`src/hdl/ucs_pkg.sv`:
```
// Shared types and constants for the UDP/IPv4 checksum engine.
`timescale 1ns / 1ps

package ucs_pkg;

    // One segment byte with its side fields
    typedef struct packed {
        logic        mode;
        logic [31:0] src_ip;
        logic [31:0] dst_ip;
        logic [7:0]  data_byte;
        logic        last_byte;
    } ucs_in_t;

    // One finished checksum result
    typedef struct packed {
        logic [15:0] checksum;
        logic        checksum_ok;
    } ucs_out_t;

    // End-of-segment operands handed from the byte accumulator to the fold stage
    typedef struct packed {
        logic [15:0] run_sum;
        logic [15:0] word;
        logic [17:0] addr_sum;
        logic [15:0] seg_len;
        logic        verify;
        logic        long_enough;
        logic        wire_zero;
    } ucs_seg_end_t;

    localparam int          TOTAL_W     = 19;
    localparam logic [15:0] PROTO_UDP   = 16'd17;
    localparam logic [15:0] MIN_SEG_LEN = 16'd8;
    localparam logic [15:0] WIRE_HI_IDX = 16'd6;
    localparam logic [15:0] WIRE_LO_IDX = 16'd7;
    localparam logic [15:0] CKSUM_ZERO  = 16'h0000;
    localparam logic [15:0] CKSUM_ONES  = 16'hFFFF;

endpackage

```
`src/hdl/udp_ipv4_checksum_engine_unit.sv`:
```
// Top level of the UDP/IPv4 checksum engine: input register, accumulator, fold stage.
`timescale 1ns / 1ps

// Usage
//   byte channel: one UDP segment byte per item, in wire order. mode, src_ip and
//   dst_ip are sampled on the first byte of a segment only; last_byte marks the
//   final byte, after which the next item starts a new segment.
//   sum channel: exactly one item per segment, issued for its last byte.
//     generate (mode 0): checksum to place on the wire, 0 sent as 0xFFFF, ok = 1.
//     verify (mode 1): folded inverted sum; ok = 0 under 8 bytes, ok = 1 if the
//     wire checksum (bytes 6-7) is zero, else ok when the sum folds to zero.
// Throughput: one byte per cycle, including back-to-back segments, unless the sum channel stalls.
//   The per-byte loop is one end-around-carry add on the running sum.
// Path: a last byte passes the input register, accumulator end register,
//   wide-sum register and output register before its result is valid.
// Stall: each stage holds its item while the next is full; byte_ready only drops
//   when a last byte cannot hand over to a full fold pipeline.
// Reset: rst_n (async, active low) empties all stages and waits for a first byte.

module udp_ipv4_checksum_engine_unit
    import ucs_pkg::*;
(
    input  logic     clk,
    input  logic     rst_n,
    input  logic     byte_valid,
    output logic     byte_ready,
    input  ucs_in_t  byte_item,
    output logic     sum_valid,
    input  logic     sum_ready,
    output ucs_out_t sum_item
);

    logic         in_vld_reg;
    ucs_in_t      in_reg;
    logic         acc_ready;
    logic         end_valid;
    logic         end_ready;
    ucs_seg_end_t end_info;

    // Input register refills in the same cycle it drains
    assign byte_ready = !in_vld_reg || acc_ready;

    always_ff @(posedge clk or negedge rst_n)
    begin
        if (!rst_n)
            in_vld_reg <= 1'b0;
        else if (byte_ready)
            in_vld_reg <= byte_valid;
    end

    always_ff @(posedge clk)
    begin
        if (byte_ready && byte_valid)
            in_reg <= byte_item;
    end

    ucs_accum u_accum (
        .clk       (clk),
        .rst_n     (rst_n),
        .in_valid  (in_vld_reg),
        .in_item   (in_reg),
        .in_ready  (acc_ready),
        .end_valid (end_valid),
        .end_ready (end_ready),
        .end_info  (end_info)
    );

    ucs_fold u_fold (
        .clk       (clk),
        .rst_n     (rst_n),
        .end_valid (end_valid),
        .end_info  (end_info),
        .end_ready (end_ready),
        .res_valid (sum_valid),
        .res_ready (sum_ready),
        .res_item  (sum_item)
    );

endmodule

```
`src/hdl/ucs_accum.sv`:
```
// Per-byte segment state: word pairing, running sum, byte count, wire checksum capture.
`timescale 1ns / 1ps

module ucs_accum
    import ucs_pkg::*;
(
    input  logic         clk,
    input  logic         rst_n,
    input  logic         in_valid,
    input  ucs_in_t      in_item,
    output logic         in_ready,
    output logic         end_valid,
    input  logic         end_ready,
    output ucs_seg_end_t end_info
);

    logic         in_seg_reg;
    logic         mode_reg;
    logic [17:0]  addr_sum_reg;
    logic [15:0]  run_reg;
    logic [15:0]  cnt_reg;
    logic         long_reg;
    logic [7:0]   pend_reg;
    logic         odd_reg;
    logic [15:0]  wire_reg;
    logic         end_vld_reg;
    ucs_seg_end_t end_reg;

    logic         first;
    logic         go;
    logic         end_free;
    logic [15:0]  eff_run;
    logic [15:0]  eff_cnt;
    logic         eff_long;
    logic [7:0]   eff_pend;
    logic         eff_odd;
    logic [15:0]  eff_wire;
    logic         mode_eff;
    logic [17:0]  addr_new;
    logic [17:0]  addr_eff;
    logic [15:0]  cnt_next;
    logic         long_next;
    logic [15:0]  wire_next;
    logic [15:0]  pair_word;
    logic [16:0]  pair_t;
    logic [15:0]  run_pair;
    logic [15:0]  tail_word;
    logic [7:0]   b;

    always_comb
    begin
        b        = in_item.data_byte;
        first    = !in_seg_reg;
        // A new segment starts from cleared state
        eff_run  = first ? 16'd0 : run_reg;
        eff_cnt  = first ? 16'd0 : cnt_reg;
        eff_long = first ? 1'b0  : long_reg;
        eff_pend = first ? 8'd0  : pend_reg;
        eff_odd  = first ? 1'b0  : odd_reg;
        eff_wire = first ? 16'd0 : wire_reg;
        mode_eff = first ? in_item.mode : mode_reg;

        addr_new = {2'b00, in_item.src_ip[31:16]} + {2'b00, in_item.src_ip[15:0]}
                 + {2'b00, in_item.dst_ip[31:16]} + {2'b00, in_item.dst_ip[15:0]};
        addr_eff = first ? addr_new : addr_sum_reg;

        cnt_next  = eff_cnt + 16'd1;
        long_next = eff_long || (cnt_next >= MIN_SEG_LEN);

        wire_next = eff_wire;
        if (!eff_long)
        begin
            if (eff_cnt == WIRE_HI_IDX)
                wire_next[15:8] = b;
            else if (eff_cnt == WIRE_LO_IDX)
                wire_next[7:0] = b;
        end

        pair_word = {eff_pend, b};
        pair_t    = {1'b0, eff_run} + {1'b0, pair_word};
        run_pair  = pair_t[15:0] + {15'd0, pair_t[16]};
        // Last byte: either closes a pair or is an odd byte padded with zero
        tail_word = eff_odd ? pair_word : {b, 8'h00};

        end_free = !end_vld_reg || end_ready;
        in_ready = !in_item.last_byte || end_free;
        go       = in_valid && in_ready;
    end

    always_ff @(posedge clk or negedge rst_n)
    begin
        if (!rst_n)
        begin
            in_seg_reg  <= 1'b0;
            end_vld_reg <= 1'b0;
        end
        else
        begin
            if (go)
                in_seg_reg <= !in_item.last_byte;
            if (go && in_item.last_byte)
                end_vld_reg <= 1'b1;
            else if (end_ready)
                end_vld_reg <= 1'b0;
        end
    end

    always_ff @(posedge clk)
    begin
        if (go)
        begin
            mode_reg     <= mode_eff;
            addr_sum_reg <= addr_eff;
            cnt_reg      <= cnt_next;
            long_reg     <= long_next;
            wire_reg     <= wire_next;
            if (!eff_odd)
            begin
                pend_reg <= b;
                odd_reg  <= 1'b1;
                run_reg  <= eff_run;
            end
            else
            begin
                pend_reg <= eff_pend;
                odd_reg  <= 1'b0;
                run_reg  <= run_pair;
            end
            if (in_item.last_byte)
            begin
                end_reg.run_sum     <= eff_run;
                end_reg.word        <= tail_word;
                end_reg.addr_sum    <= addr_eff;
                end_reg.seg_len     <= cnt_next;
                end_reg.verify      <= mode_eff;
                end_reg.long_enough <= long_next;
                end_reg.wire_zero   <= (wire_next == CKSUM_ZERO);
            end
        end
    end

    assign end_valid = end_vld_reg;
    assign end_info  = end_reg;

endmodule

```
`src/hdl/ucs_fold.sv`:
```
// End-of-segment sum, one's-complement fold, invert and pass/fail decision.
`timescale 1ns / 1ps

module ucs_fold
    import ucs_pkg::*;
(
    input  logic         clk,
    input  logic         rst_n,
    input  logic         end_valid,
    input  ucs_seg_end_t end_info,
    output logic         end_ready,
    output logic         res_valid,
    input  logic         res_ready,
    output ucs_out_t     res_item
);

    logic               tot_vld_reg;
    logic [TOTAL_W-1:0] tot_reg;
    logic               verify_reg;
    logic               long_reg;
    logic               wzero_reg;
    logic               out_vld_reg;
    ucs_out_t           out_reg;

    logic               out_free;
    logic               tot_free;
    logic [TOTAL_W-1:0] total;
    logic [16:0]        f1;
    logic [15:0]        f2;
    logic [15:0]        res;
    ucs_out_t           out_next;

    always_comb
    begin
        out_free  = !out_vld_reg || res_ready;
        tot_free  = !tot_vld_reg || out_free;
        end_ready = tot_free;

        // Plain wide sum; folding later gives the same residue mod 0xFFFF
        total = TOTAL_W'(end_info.run_sum) + TOTAL_W'(end_info.word)
              + TOTAL_W'(end_info.addr_sum) + TOTAL_W'(end_info.seg_len)
              + TOTAL_W'(PROTO_UDP);

        f1  = {1'b0, tot_reg[15:0]} + {14'd0, tot_reg[TOTAL_W-1:16]};
        f2  = f1[15:0] + {15'd0, f1[16]};
        res = ~f2;

        if (!verify_reg)
        begin
            out_next.checksum    = (res == CKSUM_ZERO) ? CKSUM_ONES : res;
            out_next.checksum_ok = 1'b1;
        end
        else
        begin
            out_next.checksum    = res;
            out_next.checksum_ok = long_reg && (wzero_reg || (res == CKSUM_ZERO));
        end
    end

    always_ff @(posedge clk or negedge rst_n)
    begin
        if (!rst_n)
        begin
            tot_vld_reg <= 1'b0;
            out_vld_reg <= 1'b0;
        end
        else
        begin
            if (tot_free)
                tot_vld_reg <= end_valid;
            if (out_free)
                out_vld_reg <= tot_vld_reg;
        end
    end

    always_ff @(posedge clk)
    begin
        if (tot_free && end_valid)
        begin
            tot_reg    <= total;
            verify_reg <= end_info.verify;
            long_reg   <= end_info.long_enough;
            wzero_reg  <= end_info.wire_zero;
        end
        if (out_free && tot_vld_reg)
            out_reg <= out_next;
    end

    assign res_valid = out_vld_reg;
    assign res_item  = out_reg;

endmodule

```
`config.mk`:
```
export PLATFORM = sky130hd
export DESIGN_NAME = udp_ipv4_checksum_engine_unit
export DESIGN_NICKNAME = d
export VERILOG_FILES = /design/src/hdl/ucs_pkg.sv /design/src/hdl/udp_ipv4_checksum_engine_unit.sv /design/src/hdl/ucs_accum.sv /design/src/hdl/ucs_fold.sv
export SDC_FILE = /design/constraint.sdc
export NUM_CORES = 1
export LEC_CHECK = 0
export BUFFER_PORTS_ARGS = -buffer_cell sky130_fd_sc_hd__buf_2
export CORE_ASPECT_RATIO = 1.5
export CORE_MARGIN = 10
export CORE_UTILIZATION = 50
export CTS_BUF_LIST = sky130_fd_sc_hd__clkbuf_4 sky130_fd_sc_hd__clkbuf_8 sky130_fd_sc_hd__clkbuf_16
export CTS_CLUSTER_SIZE = 25
export DETAILED_ROUTE_END_ITERATION = 10
export MAX_ROUTING_LAYER = met4
export PLACE_DENSITY_LB_ADDON = 0.2
export SKIP_CTS_REPAIR_TIMING = 1
export SYNTH_ARGS = -nofsm -noshare
export SYNTH_HDL_FRONTEND = slang
export SYNTH_SLANG_ARGS = --single-unit
export TNS_END_PERCENT = 1
```
`constraint.sdc`:
```
create_clock -name clk -period 5.3 [get_ports clk]
set_input_delay 0.53 -clock clk [delete_from_list [all_inputs] [get_ports clk]]
set_output_delay 0.53 -clock clk [all_outputs]
set_load 0.05 [all_outputs]
```
==> impl_table.tex <==
\begin{tabular}{lr}
\hline
Metric & Value \\
\hline
\multicolumn{2}{l}{\textbf{Outcome}} \\
Outcome & finished clean \\
\multicolumn{2}{l}{\textbf{Timing}} \\
Total count of max-transition violations in the final report & 0 \\
Slew HR & 34.94\% \\
Actual slew at the worst max-slew pin & 975.8 ps \\
Setup repair after global routing missed its margin & no \\
Highest achievable clock rate & 206.3 MHz \\
Setup Total Neg Slack & 0 ps \\
Setup Viol. Count Final & 0 \\
Clock skew & 18.23 ps \\
Number of hold violations in the final report & 0 \\
Share of the cycle needed by the critical path after routing & 91.46\% \\
Minimum clock period & 4848 ps \\
\multicolumn{2}{l}{\textbf{Detailed routing}} \\
Post-route DRC & 0 \\
Vias after detailed routing & 10590 \\
Routed wirelength normalized by instance count & 17.34 um \\
Remaining number of nets flagged by the antenna check after routing & 0 \\
Total Wirelength & 33040 um \\
Number of optimization iterations in the first detailed-route pass & 6 \\
Vias per std cell & 5.558 \\
Number of DRC violations after detailed-routing iteration 0 & 638 \\
\multicolumn{2}{l}{\textbf{Hold path}} \\
Worst min path class & input pin to flop \\
Endpoint with the worst hold slack & in\_reg[45] \\
Launch instance of the worst min-delay path & byte\_item[45] \\
Worst Hold Depth & 1 \\
\multicolumn{2}{l}{\textbf{GRT}} \\
Overall routing resource usage & 17.48\% \\
GR Layer Usage met2 & 32.31\% \\
Met1 usage in global routing & 19.14\% \\
Maximum number of pins on one net before global-route repair & 75 \\
GRT Residual Overflow & 0 \\
Global routing met3 resource utilization & 1.865\% \\
Grt peak-use layer & met2 \\
Number of global-route vias before repair & 10810 \\
First-pass GRT wire length & 53810 um \\
Number of antenna violations at the first check in global routing & 0 \\
\multicolumn{2}{l}{\textbf{Run}} \\
Max-capacitance violation count & 0 \\
\multicolumn{2}{l}{\textbf{Power}} \\
Worst VDD drop & 0.3078 mV \\
Total power density per cell area & 426.2 nW/um2 \\
Power, Total & 7.460 mW \\
Leakage component of the power & 7.117 nW \\
\multicolumn{2}{l}{\textbf{Place}} \\
Final Wtd Congestion & 0.9491 \\
Total of buffers placed on input and output ports & 96 \\
Post-DP HPWL & 25490 um \\
\multicolumn{2}{l}{\textbf{Clocking}} \\
TritonCTS buffer count & 26 \\
Root buffer cell & sky130\_fd\_sc\_hd\_\_clkbuf\_16 \\
Number of buffers on the longest clock path & 3 \\
H-tree levels & 1 \\
Skew-Pair Late Insertion Delay & 550 ps \\
\# clock sinks & 264 \\
CTS clk-pin slew, worst paths & 70 ps \\
CTS tree & yes \\
\multicolumn{2}{l}{\textbf{Floorplan}} \\
Std-Cell Core Area & 30940 um2 \\
Die Wd & 164.3 um \\
Vertical die dimension & 236.4 um \\
Std cell rows & 79 \\
Die Outline Area & 38820 um2 \\
Top-Level Pins & 97 \\
Initial core utilization & 50.44\% \\
\multicolumn{2}{l}{\textbf{Finish}} \\
Share of final-layout standard cells stronger than drive strength 1 & 13.32\% \\
Diode count & 0 \\
\# fillers & 2599 \\
Core occupancy in the finished layout & 56.57\% \\
Final layout net count & 1706 \\
Area growth from synthesis to final layout & 12.14\% \\
Flip-flop count of the largest register after layout & 74 \\
\multicolumn{2}{l}{\textbf{Synth}} \\
Leading cell types by count after synthesis & sky130\_fd\_sc\_hd\_\_edfxtp\_1 (259), sky130\_fd\_sc\_hd\_\_inv\_1 (125), sky130\_fd\_sc\_hd\_\_ha\_1 (110) \\
Portion of synthesized cell area occupied by the leading cell type & 49.84\% \\
Synth warnings & 0 \\
EDFF count, synth & 259 \\
Post-synthesis cell type with the largest combined area & sky130\_fd\_sc\_hd\_\_edfxtp\_1 \\
Syn nets & 1598 \\
Synth unique cells & 88 \\
Number of synthesized register bits & 264 \\
Sequential share of the synthesized area & 50.64\% \\
Proportion of register bits with asynchronous set or reset after synthesis & 1.894\% \\
Area of the mapped netlist & 15610 um2 \\
Dominant synthesized flop cell & sky130\_fd\_sc\_hd\_\_edfxtp\_1 \\
Mean Syn Cell Area & 11.37 um2 \\
Most used standard cell by instance count after synthesis & sky130\_fd\_sc\_hd\_\_edfxtp\_1 \\
Dominant cells by area after synthesis & sky130\_fd\_sc\_hd\_\_edfxtp\_1 (50\%), sky130\_fd\_sc\_hd\_\_ha\_1 (8.8\%), sky130\_fd\_sc\_hd\_\_fa\_1 (4.7\%) \\
Gate Count Post-Synth & 1373 \\
\multicolumn{2}{l}{\textbf{Critical path}} \\
Worst reg2reg setup slack & 450 ps \\
Class of the most critical setup path & flop to flop \\
Capturing element type of the critical path & flop \\
Capture point of the worst reg-to-reg path & u\_fold.tot\_reg[17] \\
Logic depth of the worst register-to-register path & 19 \\
Cells along the critical path & ha\_1 -> inv\_1 -> fa\_1 -> nor2b\_1 -> o21ai\_0 -> a21boi\_0 -> o41ai\_2 -> o2111a\_1 -> xnor2\_1 -> fa\_1 -> ha\_1 -> ha\_1 -> a21o\_1 -> a21oi\_1 -> o21ai\_0 -> a2111oi\_0 -> o21bai\_1 -> a21oi\_1 -> xnor2\_1 \\
CP Data Arrival Time & 5150 ps \\
Startpoint of the lowest-slack register-to-register path & u\_accum.end\_info[37] \\
Slowest stage delay, CP & 440 ps \\
Max Fanout on Critical Path & 4 \\
Crit path max-delay cell type & sky130\_fd\_sc\_hd\_\_fa\_1 \\
Req. time, crit path & 5600 ps \\
Startpoint Class & flop \\
Most common cell on crit path & sky130\_fd\_sc\_hd\_\_ha\_1 \\
\hline
\end{tabular}
[where the power goes]
| part | switching, mW | leakage [nW] | internal, mW |
|---|---|---|---|
| sequential | 0.166 | 2.57 | 2.71 |
| clock | 0.805 | 0.440 | 1.14 |
| combinational | 1.55 | 4.10 | 1.08 |
[area by class of cell]
type | instances | area (um2) | area share (%)
Clock inverter | 15 | 177.7 | 1.015
Tap cell | 405 | 506.7 | 2.896
Timing Repair Buffer | 110 | 588.1 | 3.360
Sequential cell | 264 | 7904 | 45.16
Inverter | 125 | 469.2 | 2.681
Clock buffer | 33 | 733.2 | 4.190
Multi-Input combinational cell | 954 | 7122 | 40.70
[layout by cell type (no fill, tap or decap), types with 13 or more instances in the layout]
master                        n
sky130_fd_sc_hd__xor2_1      52
sky130_fd_sc_hd__nand2_1    109
sky130_fd_sc_hd__fa_1        37
sky130_fd_sc_hd__and3_1      14
sky130_fd_sc_hd__edfxtp_1   259
sky130_fd_sc_hd__nand4_1     13
sky130_fd_sc_hd__nand2b_1    14
sky130_fd_sc_hd__and2_1      34
sky130_fd_sc_hd__nor2_1      81
sky130_fd_sc_hd__clkbuf_16   27
sky130_fd_sc_hd__a21oi_1     60
sky130_fd_sc_hd__nor2b_1     14
sky130_fd_sc_hd__buf_2       96
sky130_fd_sc_hd__nand3_1     37
sky130_fd_sc_hd__buf_4       13
sky130_fd_sc_hd__ha_1       110
sky130_fd_sc_hd__nor3_1      31
sky130_fd_sc_hd__xnor2_1     46
sky130_fd_sc_hd__inv_1      125
sky130_fd_sc_hd__a21o_1      19
sky130_fd_sc_hd__nor4_1      13
sky130_fd_sc_hd__o21ai_0     81
[worst max-delay path: cells and delay by family (launching register included)]
kind            cells  cell delay, ps
compound gates     10            2190
fa+ha+maj           5            1660
xor+xnor            2             260
buf+inv             1              50
simple gates        1             110
flops               1             330
[metal layers]
metal,wire (um),part of all wire [%]
met5,0,0
met2,18130,55
met3,1156,3.5
met1,12950,39
met4,802,2.4
[per-stage QoR]
stage / cells / worst slack, ps / hold WS, ps / area [um2]
global placement: 1857 / 423.5 / 362.2 / 16570
detailed placement: 1857 / 413.9 / 365.9 / 16570
floorplan: 1373 / 830.0 / 234.4 / 15610
global route: 1906 / 38.34 / 133.8 / 17500
finish: 1906 / 452.4 / 154.1 / 17500
CTS: 1905 / 375.6 / -224.4 / 17480
[how the worst max path moves through the flow]
| stage | end | depth (start not counted) | slack [ps] | from |
|---|---|---|---|---|
| floorplan | u_fold.tot_reg[17] | 19 | 830 | u_accum.end_info[37] |
| global placement | u_fold.tot_reg[17] | 19 | 420 | u_accum.end_info[37] |
| detailed placement | u_fold.tot_reg[17] | 19 | 410 | u_accum.end_info[37] |
| CTS | u_fold.tot_reg[17] | 19 | 380 | u_accum.end_info[37] |
| global route | u_fold.tot_reg[17] | 20 | 40 | u_accum.end_info[37] |
| finish | u_fold.tot_reg[17] | 19 | 450 | u_accum.end_info[37] |
[kinds of logic after synthesis]
group           synth area share [%]
compound gates                 12.15
xor+xnor                       5.500
buf+inv                        3.808
flops                          50.64
simple gates                   13.80
fa+ha+maj                      13.57
mux                           0.5452
Note: power is estimated with default switching activity, not from simulation.
